[config.mk]
export PLATFORM = sky130hd
export DESIGN_NAME = pgm16_stream_deframer
export DESIGN_NICKNAME = d
export VERILOG_FILES = /design/src/hdl/pgmdf_pkg.sv /design/src/hdl/pgmdf_parser.sv /design/src/hdl/pgmdf_out_reg.sv /design/src/hdl/pgm16_stream_deframer.sv
export SDC_FILE = /design/constraint.sdc
export NUM_CORES = 1
export LEC_CHECK = 0
export BUFFER_PORTS_ARGS = -buffer_cell sky130_fd_sc_hd__buf_4
export CAP_MARGIN = 20
export CORE_UTILIZATION = 37
export DETAILED_ROUTE_END_ITERATION = 12
export PLACE_DENSITY = 0.6
export SLEW_MARGIN = 5
export SYNTH_ARGS = -nofsm -noshare
export SYNTH_HDL_FRONTEND = slang
export SYNTH_SLANG_ARGS = --single-unit
[constraint.sdc]
create_clock -name aclk -period 7 [get_ports aclk]
set_input_delay 1.4 -clock aclk [delete_from_list [all_inputs] [get_ports aclk]]
set_output_delay 1.4 -clock aclk [all_outputs]
set_load 0.03 [all_outputs]
[src/hdl/pgmdf_pkg.sv]
`timescale 1ns / 1ps
// ----------------------------------------------------------------------------
// pgmdf_pkg
// Shared types and constants for the 16-bit graymap stream deframer.
// ----------------------------------------------------------------------------
package pgmdf_pkg;

    // Largest frame accepted, in pixels (2^24).
    localparam logic [32:0] MAX_PIXELS = 33'd16777216;

    localparam logic [7:0] BYTE_P     = 8'h50;
    localparam logic [7:0] BYTE_5     = 8'h35;
    localparam logic [7:0] LINE_FEED  = 8'h0A;
    localparam logic [7:0] SPACE_BYTE = 8'h20;
    localparam logic [7:0] DIGIT_ZERO = 8'h30;
    localparam logic [7:0] DIGIT_NINE = 8'h39;

    localparam logic [19:0] DIM_LIMIT    = 20'd65535;
    localparam logic [16:0] MAXVAL_16BIT = 17'd65535;
    localparam logic [20:0] MAXVAL_SAT   = 21'd65536;

    typedef enum logic [3:0] {
        PH_MAGIC_P  = 4'd0,
        PH_MAGIC_5  = 4'd1,
        PH_MAGIC_LF = 4'd2,
        PH_WIDTH    = 4'd3,
        PH_HEIGHT   = 4'd4,
        PH_MAXVAL   = 4'd5,
        PH_PIX_HIGH = 4'd6,
        PH_PIX_LOW  = 4'd7,
        PH_DONE     = 4'd8,
        PH_ERROR    = 4'd9
    } phase_t;

    typedef enum logic [2:0] {
        KIND_HEADER     = 3'd0,
        KIND_PIXEL      = 3'd1,
        KIND_BAD_MAGIC  = 3'd2,
        KIND_BAD_NUMBER = 3'd3,
        KIND_NOT16      = 3'd4,
        KIND_TOO_LARGE  = 3'd5
    } kind_t;

    typedef struct packed {
        logic        valid;
        kind_t       kind;
        logic [15:0] pixel_value;
        logic [23:0] pixel_address;
        logic [15:0] image_width;
        logic [15:0] image_height;
        logic        last_pixel;
    } result_t;

endpackage

[src/hdl/pgmdf_parser.sv]
`timescale 1ns / 1ps
// ----------------------------------------------------------------------------
// pgmdf_parser
// Header parse state machine and pixel address counters, one byte per cycle while in_fire is high.
// ----------------------------------------------------------------------------
module pgmdf_parser (
    input  logic                aclk,
    input  logic                aresetn,
    input  logic                in_fire,
    input  logic [7:0]          data_byte,
    input  logic                start_of_file,
    output pgmdf_pkg::result_t  result
);

    pgmdf_pkg::phase_t phase_reg, phase_next, phase_cur;
    logic [15:0] width_reg, width_next, width_cur;
    logic [15:0] height_reg, height_next, height_cur;
    logic [16:0] maxval_reg, maxval_next, maxval_cur;
    logic [23:0] row_base_reg, row_base_next;
    logic [15:0] column_reg, column_next;
    logic [15:0] rows_left_reg, rows_left_next;
    logic [7:0]  high_byte_reg, high_byte_next;
    logic [31:0] prod_reg;

    logic        is_digit;
    logic [3:0]  digit;
    logic [19:0] width_acc, height_acc;
    logic [20:0] maxval_acc;
    logic        frame_big, frame_zero;
    logic [15:0] column_inc;
    logic        row_end;
    logic [15:0] rows_dec;

    // start_of_file restarts the parse on this very byte
    assign phase_cur  = start_of_file ? pgmdf_pkg::PH_MAGIC_P : phase_reg;
    assign width_cur  = start_of_file ? 16'd0 : width_reg;
    assign height_cur = start_of_file ? 16'd0 : height_reg;
    assign maxval_cur = start_of_file ? 17'd0 : maxval_reg;

    assign is_digit = (data_byte >= pgmdf_pkg::DIGIT_ZERO) &&
                      (data_byte <= pgmdf_pkg::DIGIT_NINE);
    assign digit    = 4'(data_byte - pgmdf_pkg::DIGIT_ZERO);

    assign width_acc  = ({4'd0, width_cur} << 3) + ({4'd0, width_cur} << 1)
                      + {16'd0, digit};
    assign height_acc = ({4'd0, height_cur} << 3) + ({4'd0, height_cur} << 1)
                      + {16'd0, digit};
    assign maxval_acc = ({4'd0, maxval_cur} << 3) + ({4'd0, maxval_cur} << 1)
                      + {17'd0, digit};

    // prod_reg settles while the maxval line is read
    assign frame_big  = {1'b0, prod_reg} > pgmdf_pkg::MAX_PIXELS;
    assign frame_zero = (prod_reg == 32'd0);

    assign column_inc = column_reg + 16'd1;
    assign row_end    = (column_inc >= width_reg);
    assign rows_dec   = rows_left_reg - 16'd1;

    // next phase
    always_comb begin
        phase_next = phase_cur;
        case (phase_cur)
            pgmdf_pkg::PH_MAGIC_P: begin
                phase_next = (data_byte == pgmdf_pkg::BYTE_P) ?
                             pgmdf_pkg::PH_MAGIC_5 : pgmdf_pkg::PH_ERROR;
            end
            pgmdf_pkg::PH_MAGIC_5: begin
                phase_next = (data_byte == pgmdf_pkg::BYTE_5) ?
                             pgmdf_pkg::PH_MAGIC_LF : pgmdf_pkg::PH_ERROR;
            end
            pgmdf_pkg::PH_MAGIC_LF: begin
                phase_next = (data_byte == pgmdf_pkg::LINE_FEED) ?
                             pgmdf_pkg::PH_WIDTH : pgmdf_pkg::PH_ERROR;
            end
            pgmdf_pkg::PH_WIDTH: begin
                if (data_byte == pgmdf_pkg::SPACE_BYTE) begin
                    phase_next = pgmdf_pkg::PH_HEIGHT;
                end else if (!is_digit || width_acc > pgmdf_pkg::DIM_LIMIT) begin
                    phase_next = pgmdf_pkg::PH_ERROR;
                end
            end
            pgmdf_pkg::PH_HEIGHT: begin
                if (data_byte == pgmdf_pkg::LINE_FEED) begin
                    phase_next = pgmdf_pkg::PH_MAXVAL;
                end else if (!is_digit || height_acc > pgmdf_pkg::DIM_LIMIT) begin
                    phase_next = pgmdf_pkg::PH_ERROR;
                end
            end
            pgmdf_pkg::PH_MAXVAL: begin
                if (data_byte == pgmdf_pkg::LINE_FEED) begin
                    if (maxval_cur != pgmdf_pkg::MAXVAL_16BIT || frame_big) begin
                        phase_next = pgmdf_pkg::PH_ERROR;
                    end else if (frame_zero) begin
                        phase_next = pgmdf_pkg::PH_DONE;
                    end else begin
                        phase_next = pgmdf_pkg::PH_PIX_HIGH;
                    end
                end else if (!is_digit) begin
                    phase_next = pgmdf_pkg::PH_ERROR;
                end
            end
            pgmdf_pkg::PH_PIX_HIGH: begin
                phase_next = pgmdf_pkg::PH_PIX_LOW;
            end
            pgmdf_pkg::PH_PIX_LOW: begin
                phase_next = (row_end && rows_dec == 16'd0) ?
                             pgmdf_pkg::PH_DONE : pgmdf_pkg::PH_PIX_HIGH;
            end
            default: begin
                phase_next = phase_cur;
            end
        endcase
    end

    // datapath registers
    always_comb begin
        width_next     = width_cur;
        height_next    = height_cur;
        maxval_next    = maxval_cur;
        row_base_next  = start_of_file ? 24'd0 : row_base_reg;
        column_next    = start_of_file ? 16'd0 : column_reg;
        rows_left_next = start_of_file ? 16'd0 : rows_left_reg;
        high_byte_next = start_of_file ? 8'd0 : high_byte_reg;
        case (phase_cur)
            pgmdf_pkg::PH_WIDTH: begin
                if (is_digit && width_acc <= pgmdf_pkg::DIM_LIMIT) begin
                    width_next = width_acc[15:0];
                end
            end
            pgmdf_pkg::PH_HEIGHT: begin
                if (is_digit && height_acc <= pgmdf_pkg::DIM_LIMIT) begin
                    height_next = height_acc[15:0];
                end
            end
            pgmdf_pkg::PH_MAXVAL: begin
                if (data_byte == pgmdf_pkg::LINE_FEED) begin
                    column_next    = 16'd0;
                    rows_left_next = height_cur;
                    // (h - 1) * w taken as h * w - w
                    row_base_next  = (height_cur == 16'd0) ? 24'd0 :
                                     prod_reg[23:0] - {8'd0, width_cur};
                end else if (is_digit) begin
                    maxval_next = (maxval_acc > pgmdf_pkg::MAXVAL_SAT) ?
                                  pgmdf_pkg::MAXVAL_SAT[16:0] : maxval_acc[16:0];
                end
            end
            pgmdf_pkg::PH_PIX_HIGH: begin
                high_byte_next = data_byte;
            end
            pgmdf_pkg::PH_PIX_LOW: begin
                if (row_end) begin
                    column_next    = 16'd0;
                    rows_left_next = rows_dec;
                    row_base_next  = row_base_reg - {8'd0, width_reg};
                end else begin
                    column_next = column_inc;
                end
            end
            default: begin
                width_next = width_cur;
            end
        endcase
    end

    // result for this byte
    always_comb begin
        result = '0;
        result.kind = pgmdf_pkg::KIND_HEADER;
        case (phase_cur)
            pgmdf_pkg::PH_MAGIC_P: begin
                result.valid = (data_byte != pgmdf_pkg::BYTE_P);
                result.kind  = pgmdf_pkg::KIND_BAD_MAGIC;
            end
            pgmdf_pkg::PH_MAGIC_5: begin
                result.valid = (data_byte != pgmdf_pkg::BYTE_5);
                result.kind  = pgmdf_pkg::KIND_BAD_MAGIC;
            end
            pgmdf_pkg::PH_MAGIC_LF: begin
                result.valid = (data_byte != pgmdf_pkg::LINE_FEED);
                result.kind  = pgmdf_pkg::KIND_BAD_MAGIC;
            end
            pgmdf_pkg::PH_WIDTH: begin
                if (data_byte != pgmdf_pkg::SPACE_BYTE) begin
                    if (!is_digit) begin
                        result.valid = 1'b1;
                        result.kind  = pgmdf_pkg::KIND_BAD_NUMBER;
                    end else if (width_acc > pgmdf_pkg::DIM_LIMIT) begin
                        result.valid = 1'b1;
                        result.kind  = pgmdf_pkg::KIND_TOO_LARGE;
                    end
                end
            end
            pgmdf_pkg::PH_HEIGHT: begin
                if (data_byte != pgmdf_pkg::LINE_FEED) begin
                    if (!is_digit) begin
                        result.valid = 1'b1;
                        result.kind  = pgmdf_pkg::KIND_BAD_NUMBER;
                    end else if (height_acc > pgmdf_pkg::DIM_LIMIT) begin
                        result.valid = 1'b1;
                        result.kind  = pgmdf_pkg::KIND_TOO_LARGE;
                    end
                end
            end
            pgmdf_pkg::PH_MAXVAL: begin
                if (data_byte == pgmdf_pkg::LINE_FEED) begin
                    result.valid = 1'b1;
                    if (maxval_cur != pgmdf_pkg::MAXVAL_16BIT) begin
                        result.kind = pgmdf_pkg::KIND_NOT16;
                    end else if (frame_big) begin
                        result.kind = pgmdf_pkg::KIND_TOO_LARGE;
                    end else begin
                        result.kind         = pgmdf_pkg::KIND_HEADER;
                        result.image_width  = width_cur;
                        result.image_height = height_cur;
                    end
                end else if (!is_digit) begin
                    result.valid = 1'b1;
                    result.kind  = pgmdf_pkg::KIND_BAD_NUMBER;
                end
            end
            pgmdf_pkg::PH_PIX_LOW: begin
                result.valid         = 1'b1;
                result.kind          = pgmdf_pkg::KIND_PIXEL;
                result.pixel_value   = {high_byte_reg, data_byte};
                result.pixel_address = row_base_reg + {8'd0, column_reg};
                result.last_pixel    = row_end && (rows_dec == 16'd0);
            end
            default: begin
                result.valid = 1'b0;
            end
        endcase
    end

    always_ff @(posedge aclk) begin
        if (!aresetn) begin
            phase_reg     <= pgmdf_pkg::PH_MAGIC_P;
            width_reg     <= 16'd0;
            height_reg    <= 16'd0;
            maxval_reg    <= 17'd0;
            row_base_reg  <= 24'd0;
            column_reg    <= 16'd0;
            rows_left_reg <= 16'd0;
            high_byte_reg <= 8'd0;
        end else if (in_fire) begin
            phase_reg     <= phase_next;
            width_reg     <= width_next;
            height_reg    <= height_next;
            maxval_reg    <= maxval_next;
            row_base_reg  <= row_base_next;
            column_reg    <= column_next;
            rows_left_reg <= rows_left_next;
            high_byte_reg <= high_byte_next;
        end
    end

    // frame size, registered from the dimension registers
    always_ff @(posedge aclk) begin
        prod_reg <= width_reg * height_reg;
    end

endmodule

[src/hdl/pgmdf_out_reg.sv]
`timescale 1ns / 1ps
// ----------------------------------------------------------------------------
// pgmdf_out_reg
// Result register holding one item until the downstream side takes it.
// ----------------------------------------------------------------------------
module pgmdf_out_reg (
    input  logic                aclk,
    input  logic                aresetn,
    input  logic                load,
    input  pgmdf_pkg::result_t  result_in,
    input  logic                out_ready,
    output logic                out_valid,
    output pgmdf_pkg::result_t  result_out
);

    logic               valid_reg, valid_next;
    pgmdf_pkg::result_t data_reg;

    always_comb begin
        valid_next = valid_reg;
        if (load) begin
            valid_next = result_in.valid;
        end else if (out_ready) begin
            valid_next = 1'b0;
        end
    end

    always_ff @(posedge aclk) begin
        if (!aresetn) begin
            valid_reg <= 1'b0;
        end else begin
            valid_reg <= valid_next;
        end
    end

    always_ff @(posedge aclk) begin
        if (load) begin
            data_reg <= result_in;
        end
    end

    assign out_valid  = valid_reg;
    assign result_out = data_reg;

endmodule

[src/hdl/pgm16_stream_deframer.sv]
`timescale 1ns / 1ps
// ----------------------------------------------------------------------------
// pgm16_stream_deframer
// Byte-serial parser for 16-bit binary graymap files with mirrored addresses.
// ----------------------------------------------------------------------------
//  channel | dir | tdata                         | tuser        | tlast
//  s_      | in  | [7:0] data_byte               | start_of_file| -
//  m_      | out | value/address/width/height    | result_kind  | last_pixel
//
//  One byte is taken per cycle while s_tready is high; a result, when the byte
//  makes one, appears on m_ in the cycle after the byte is accepted.
//  Reset (aresetn low, synchronous) returns the parser to the magic 'P'.
//  A stalled m_ side holds the result register; s_tready stays high while
//  the register is empty or being drained in the same cycle.
// ----------------------------------------------------------------------------
module pgm16_stream_deframer (
    input  logic        aclk,
    input  logic        aresetn,
    input  logic        s_tvalid,
    output logic        s_tready,
    input  logic [7:0]  s_tdata,   // [7:0] data_byte
    input  logic        s_tuser,   // [0] start_of_file
    output logic        m_tvalid,
    input  logic        m_tready,
    output logic [71:0] m_tdata,   // [15:0] pixel_value, [39:16] pixel_address,
                                   // [55:40] image_width, [71:56] image_height
    output logic [2:0]  m_tuser,   // [2:0] result_kind
    output logic        m_tlast    // last_pixel
);

    logic               in_fire;
    pgmdf_pkg::result_t parse_result;
    pgmdf_pkg::result_t out_result;

    // accept while the result register is free or draining
    assign s_tready = !m_tvalid || m_tready;
    assign in_fire  = s_tvalid && s_tready;

    pgmdf_parser u_parser (
        .aclk          (aclk),
        .aresetn       (aresetn),
        .in_fire       (in_fire),
        .data_byte     (s_tdata),
        .start_of_file (s_tuser),
        .result        (parse_result)
    );

    // hold each result until the downstream side takes it
    pgmdf_out_reg u_out_reg (
        .aclk       (aclk),
        .aresetn    (aresetn),
        .load       (in_fire),
        .result_in  (parse_result),
        .out_ready  (m_tready),
        .out_valid  (m_tvalid),
        .result_out (out_result)
    );

    assign m_tdata = {out_result.image_height, out_result.image_width,
                      out_result.pixel_address, out_result.pixel_value};
    assign m_tuser = out_result.kind;
    assign m_tlast = out_result.last_pixel;

`ifndef SYNTH
    a_last_is_pixel: assert property (@(posedge aclk) disable iff (!aresetn)
        m_tvalid && m_tlast |-> m_tuser == pgmdf_pkg::KIND_PIXEL)
        else $error("last_pixel set on a non-pixel result");

    a_non_pixel_clean: assert property (@(posedge aclk) disable iff (!aresetn)
        m_tvalid && m_tuser != pgmdf_pkg::KIND_PIXEL |-> m_tdata[39:0] == 40'd0)
        else $error("pixel fields set on a non-pixel result");

    a_err_no_dims: assert property (@(posedge aclk) disable iff (!aresetn)
        m_tvalid && m_tuser != pgmdf_pkg::KIND_HEADER |-> m_tdata[71:40] == 32'd0)
        else $error("dimensions set on a result other than header accepted");

    a_fire_fills: assert property (@(posedge aclk) disable iff (!aresetn)
        s_tvalid && s_tready && !m_tvalid && !parse_result.valid |=> !m_tvalid)
        else $error("result appeared for a byte that made none");
`endif

endmodule

# After elaboration in Yosys (flattened, before gate mapping)
# Cells that the tools add are included.
dict set report word_totals {
  ff_bits 226
  romBits 0
  out_inout_bits 78
  ramBits 0
  wordCells 130
  latch_bits 0
  n_memories 0
}
dict set report op_classes {
  n_shift 0
  div 0
  n_mux 54
  addsub 12
  reduce_logical 20
  bitwise_logic 2
  eq_ne 16
  order_cmp 9
  n_mul 1
}
# cell count
set op_table {}
lappend op_table {{16-bit 2-to-1 mux} 12}
lappend op_table {{24-bit 2-to-1 mux} 4}
lappend op_table {{17-bit 2-to-1 mux} 5}
lappend op_table {{4-bit 2-to-1 mux} 21}
lappend op_table {{16-bit one-hot mux with 2 select lines} 2}
lappend op_table {{24-bit one-hot mux with 2 select lines} 1}
lappend op_table {{24-bit by 16-bit subtractor with 24-bit output} 2}
lappend op_table {{19-bit by 17-bit adder with 20-bit output} 2}
lappend op_table {{20-bit by 4-bit adder with 20-bit output} 2}
lappend op_table {{20-bit by 16-bit > comparator with 1-bit output, second input constant} 2}
lappend op_table {{20-bit by 16-bit less-or-equal comparator with 1-bit output, second input constant} 2}
lappend op_table {{32-bit by 25-bit > comparator with 1-bit output, second input constant} 1}
lappend op_table {{16-bit zero test} 2}
lappend op_table {{32-bit zero test} 1}
lappend op_table {{16-bit by 16-bit multiplier with 32-bit output} 1}
lappend op_table {{4-bit one-hot mux with 8 select lines} 1}
lappend op_table {{24-bit by 16-bit adder with 24-bit output} 1}
lappend op_table {{20-bit by 18-bit adder with 21-bit output} 1}
lappend op_table {{21-bit by 4-bit adder with 21-bit output} 1}
lappend op_table {{21-bit by 17-bit > comparator with 1-bit output, second input constant} 1}
lappend op_table {{17-bit by 16-bit inequality test with 1-bit output, second input constant} 1}
lappend op_table {{16-bit by 1-bit adder with 16-bit output, second input constant} 1}
lappend op_table {{4-bit by 3-bit equality test with 1-bit output, second input constant} 4}
lappend op_table {{8-bit by 6-bit equality test with 1-bit output, second input constant} 2}
lappend op_table {{other kinds (26)} 41}

# Logic depth before layout (Yosys ltp)
dict set report depth {
  ltp_word 9
  mapped_depth 25
  depth_no_buf 23
}

# By module
# Synthesis repeated with hierarchy kept, for this count alone.
dict set report unflattened {
  cells_unflattened 2850
  hier_area_um2 24466.0
}
# module seq_area_each_um2 area_per_inst_um2 n_inst cells_per_inst
set by_module_without_submodules {}
lappend by_module_without_submodules {pgmdf_parser 2982.9 22092.4 1 2768}
lappend by_module_without_submodules {pgmdf_out_reg 2332.2 2351.0 1 80}
lappend by_module_without_submodules {pgm16_stream_deframer 0.0 22.5 1 2}

# Worst setup path before layout
# No wires, ideal clock.
dict set report synth_path {
  path_kind {flip-flop to flip-flop}
  startpoint {register u_parser.height_reg[1]}
  endpoint {register u_parser.prod_reg[23]}
  synth_period_minus_slack_ns 6.089
  slack_ns 0.911
  stages_incl_launch_ff 23
  arrival_ns 6.017
  setup_ns 0.072
  n_path_buf 2
  cell_sequence {dfxtp_1 -> clkbuf_1 -> clkbuf_1 -> nand2_1 -> fa_1 -> fa_1 -> fa_1 -> inv_1 -> fa_1 -> fa_1 -> inv_1 -> fa_1 -> inv_1 -> ha_1 -> a21o_1 -> a21o_1 -> a21o_1 -> a31oi_1 -> o21ai_0 -> o41ai_1 -> o21bai_1 -> a21oi_1 -> xnor2_1}
}
dict set report synth_via {
  elab_chain_cells 1
}
# element line_no
set synth_rtl {}
lappend synth_rtl {{start, declared} pgmdf_parser.sv:17} ;# logic [15:0] height_reg, height_next, height_cur;
lappend synth_rtl {{start signal, assigned} pgmdf_parser.sv:247} ;# height_reg <= height_next;
lappend synth_rtl {{16-bit by 16-bit multiplier with 32-bit output} pgmdf_parser.sv:258} ;# prod_reg <= width_reg * height_reg;
lappend synth_rtl {{end signal, assigned} pgmdf_parser.sv:258}
lappend synth_rtl {{end, declared} pgmdf_parser.sv:23} ;# logic [31:0] prod_reg;
# No other way between the ends.
# A chain may end at the register's enable or synchronous reset.

# Worst setup path after layout
dict set report layout_path {
  startpoint {register u_parser.height_reg[8]}
  endpoint {register u_parser.prod_reg[30]}
}
# Same word-level chain as after synthesis.

==> impl_metrics.json <==
{
  "outcome": "completed",
  "wire_per_inst_um": 19.4,
  "vias": 20600,
  "layout_common_cells": "inv_1, nand2_1, ha_1, fa_1, nor2_1",
  "cp-start-kind": "flop",
  "area_growth_syn_to_layout_pct": 11.1,
  "power-per-cell-area_nw_per_um2": 123,
  "grt_max_degree": 64,
  "core-area_um2": 64600,
  "start_util_pct": 37.6,
  "yosys.area.top_type": "fa_1",
  "postCtsHoldBufs": 0,
  "worst-setup-path-type": "flop to flop",
  "final_max_slew_viol_count": 0,
  "diodes": 0,
  "yosys.area.top_type_share_pct": 16.6,
  "hold_ws_ps": 470,
  "reg2reg_slack_ps": 420,
  "largest_reg_flops": 76,
  "post-route-drc-count": 0,
  "ys_async_sr_fraction_pct": 0,
  "grt_pass1_vias": 20200,
  "clk_latency_ps": 610,
  "drtPass1Iterations": 6,
  "cts_sinks": 226,
  "globalRouteOverflowTotal": 0,
  "synth-simple-area-share_pct": 19.6,
  "postRouteAntennaNets": 0,
  "ys_ff_latch": 226,
  "io_pins": 91,
  "end_kind": "flop",
  "met2_usage_pct": 35.0,
  "ys_top_cells_by_area": "fa_1, ha_1, dfxtp_1",
  "synth-main-ff-cell": "dfxtp_1",
  "die_y_um": 258,
  "cts.path.max_buffers": 3,
  "use_met3_pct": 2.40,
  "cts_buffers": 30,
  "grt_use_met1_pct": 30.7,
  "syn_nets": 3307,
  "drt_iter0_drc": 1662,
  "r2r_cells": 23,
  "hpwl_um": 57800,
  "htreeDepth": 1,
  "finalWirelength_um": 72700,
  "synthAdderAreaFrac_pct": 30.3,
  "yosys_warnings": 0,
  "synth_xor_area_share_pct": 5.02,
  "num_rows": 93,
  "slew_headroom_pct": 25.0,
  "muxShareOfSynthArea_pct": 0.258,
  "synth_edf_count": 76,
  "rsz0062_at_grt": "no",
  "antenna_found_initial": 1,
  "clk_pin_slew_ps": 70,
  "hold_viol_final": 0,
  "cts_resized": 0,
  "place.gp.congestion": 0.935,
  "ir_drop_mv": 0.205,
  "die_w_um": 258,
  "critPathMaxFanout": 14,
  "root_buffer": "clkbuf_16",
  "tightest_slew_ps": 1120,
  "grt.busiest_layer": "met2",
  "dieArea_um2": 66600,
  "fin_crit_ps": 6580,
  "grt.total_usage_pct": 21.7,
  "clock.fmax_mhz": 152,
  "finalSetupViolCount": 0,
  "maxCapViolations": 0,
  "reg2reg_from": "u_parser.height_reg[8]",
  "syn_area_um2": 24300,
  "ys_types": 86,
  "avgSynthCellArea_um2": 8.58,
  "port_buffers": 90,
  "grt_pass1_wl_um": 115000,
  "utilization_pct": 41.7,
  "arrival_ps": 7100,
  "seq_area_frac_synth_pct": 21.8,
  "nNetsFinal": 3356,
  "min_period_over_period_pct": 94.0,
  "p_leak_nw": 12.5,
  "drive_above_1_share_pct": 8.38,
  "setup_tns_ps": 0,
  "r2r_end": "u_parser.prod_reg[30]",
  "synth_top_family_by_area": "adder cells",
  "netlist_instances": 2828,
  "worstPathRequired_ps": 7520,
  "synth_compound_area_share_pct": 16.2,
  "cts_tree": "built",
  "hold_class": "flop to flop",
  "postCtsSetupRepairBufs": 0,
  "final_common_cell": "inv_1",
  "whs_path_depth": 2,
  "hold_end": "u_parser.maxval_reg[14]",
  "viasPerCell": 5.49,
  "fin_skew_ps": 26.7,
  "hp-start": "u_parser.maxval_reg[14]"
}
## metrics by stage
step	cells	total power, mW	setup slack, ps	cell area (um^2)
floorplan	2828	1.67	911	24300
CTS	3756	3.34	481	27000
global placement	3699	1.78	384	25900
global route	3756	3.42	239	27000
finish	3756	3.32	419	27000
detailed placement	3700	1.78	525	26000
## worst max-delay path, stage by stage (launching register included)
cell	delay, ps
dfxtp_1	740
buf_4	260
nand2_1	80
fa_1	550
inv_1	50
fa_1	390
inv_1	70
fa_1	420
inv_1	100
fa_1	420
fa_1	500
inv_1	50
fa_1	480
inv_1	40
ha_1	350
a21oi_1	190
o21ai_0	130
a311oi_1	290
o31ai_1	190
a41oi_1	400
a31oi_1	210
a211o_1	290
a21oi_1	170
xnor2_1	130
## where the power goes
group          switching (mW)  internal [mW]
registers              0.0231           1.39
logic                   0.232          0.117
clock network           0.715          0.843
## synthesized netlist by cell type, types with 14 or more instances
library cell  number
dfxtp_1          150
xor2_1            56
nand2b_1          21
or3_1             14
o21ai_0          119
and3_1            24
a22oi_1           35
clkbuf_1         118
nand4_1           19
ha_1             265
xnor2_1           83
inv_1            308
edfxtp_1          76
a21o_1            53
nand2_1          279
nor2_1           193
a211oi_1          21
o211ai_1          14
o21bai_1          16
fa_1             201
o22ai_1           19
nand3_1           83
nor2b_1           40
and2_1           150
nor4_1            22
a31oi_1           21
a21oi_1          164
nor3_1            48
## area by class of cell
type | instances | area, um^2
fillers | 6461 | 37600
clock inverters | 24 | 210
inverters | 308 | 1160
flip-flops and latches | 226 | 5290
multi-input cells | 2159 | 17300
clock buffers | 32 | 790
well taps | 855 | 1070
repair buffers | 152 | 1140
## kinds of logic (layout without fill, tap and decap cells)
logic type               after synthesis  count (layout)
multiplexers                           6               6
XOR/XNOR                             139             139
AND/OR/NAND/NOR                      952             952
AO/OA/AOI/OAI                        596             596
flip-flops                           226             226
buffers and inverters                443             516
adder cells (fa/ha/maj)              466             466
## how the worst max path moves through the flow
stage | startpoint | endpoint | slack [ps] | cells past startpoint
after global placement | s_tuser | u_parser.height_reg[13] | 380 | 16
final | u_parser.height_reg[8] | u_parser.prod_reg[30] | 420 | 23
after CTS | u_parser.height_reg[8] | u_parser.prod_reg[30] | 480 | 23
after detailed placement | u_parser.width_reg[5] | u_parser.prod_reg[30] | 520 | 21
after global routing | u_parser.height_reg[8] | u_parser.prod_reg[30] | 240 | 23
after floorplan | u_parser.height_reg[1] | u_parser.prod_reg[23] | 910 | 22
## metal layers
metal  wire, um  up-vias
met5         13        -
met4       2110        2
met3       4400      110
met2      32800      661
met1      33400    10000
li1           -     9819
Note: power is estimated with default switching activity, not from simulation.
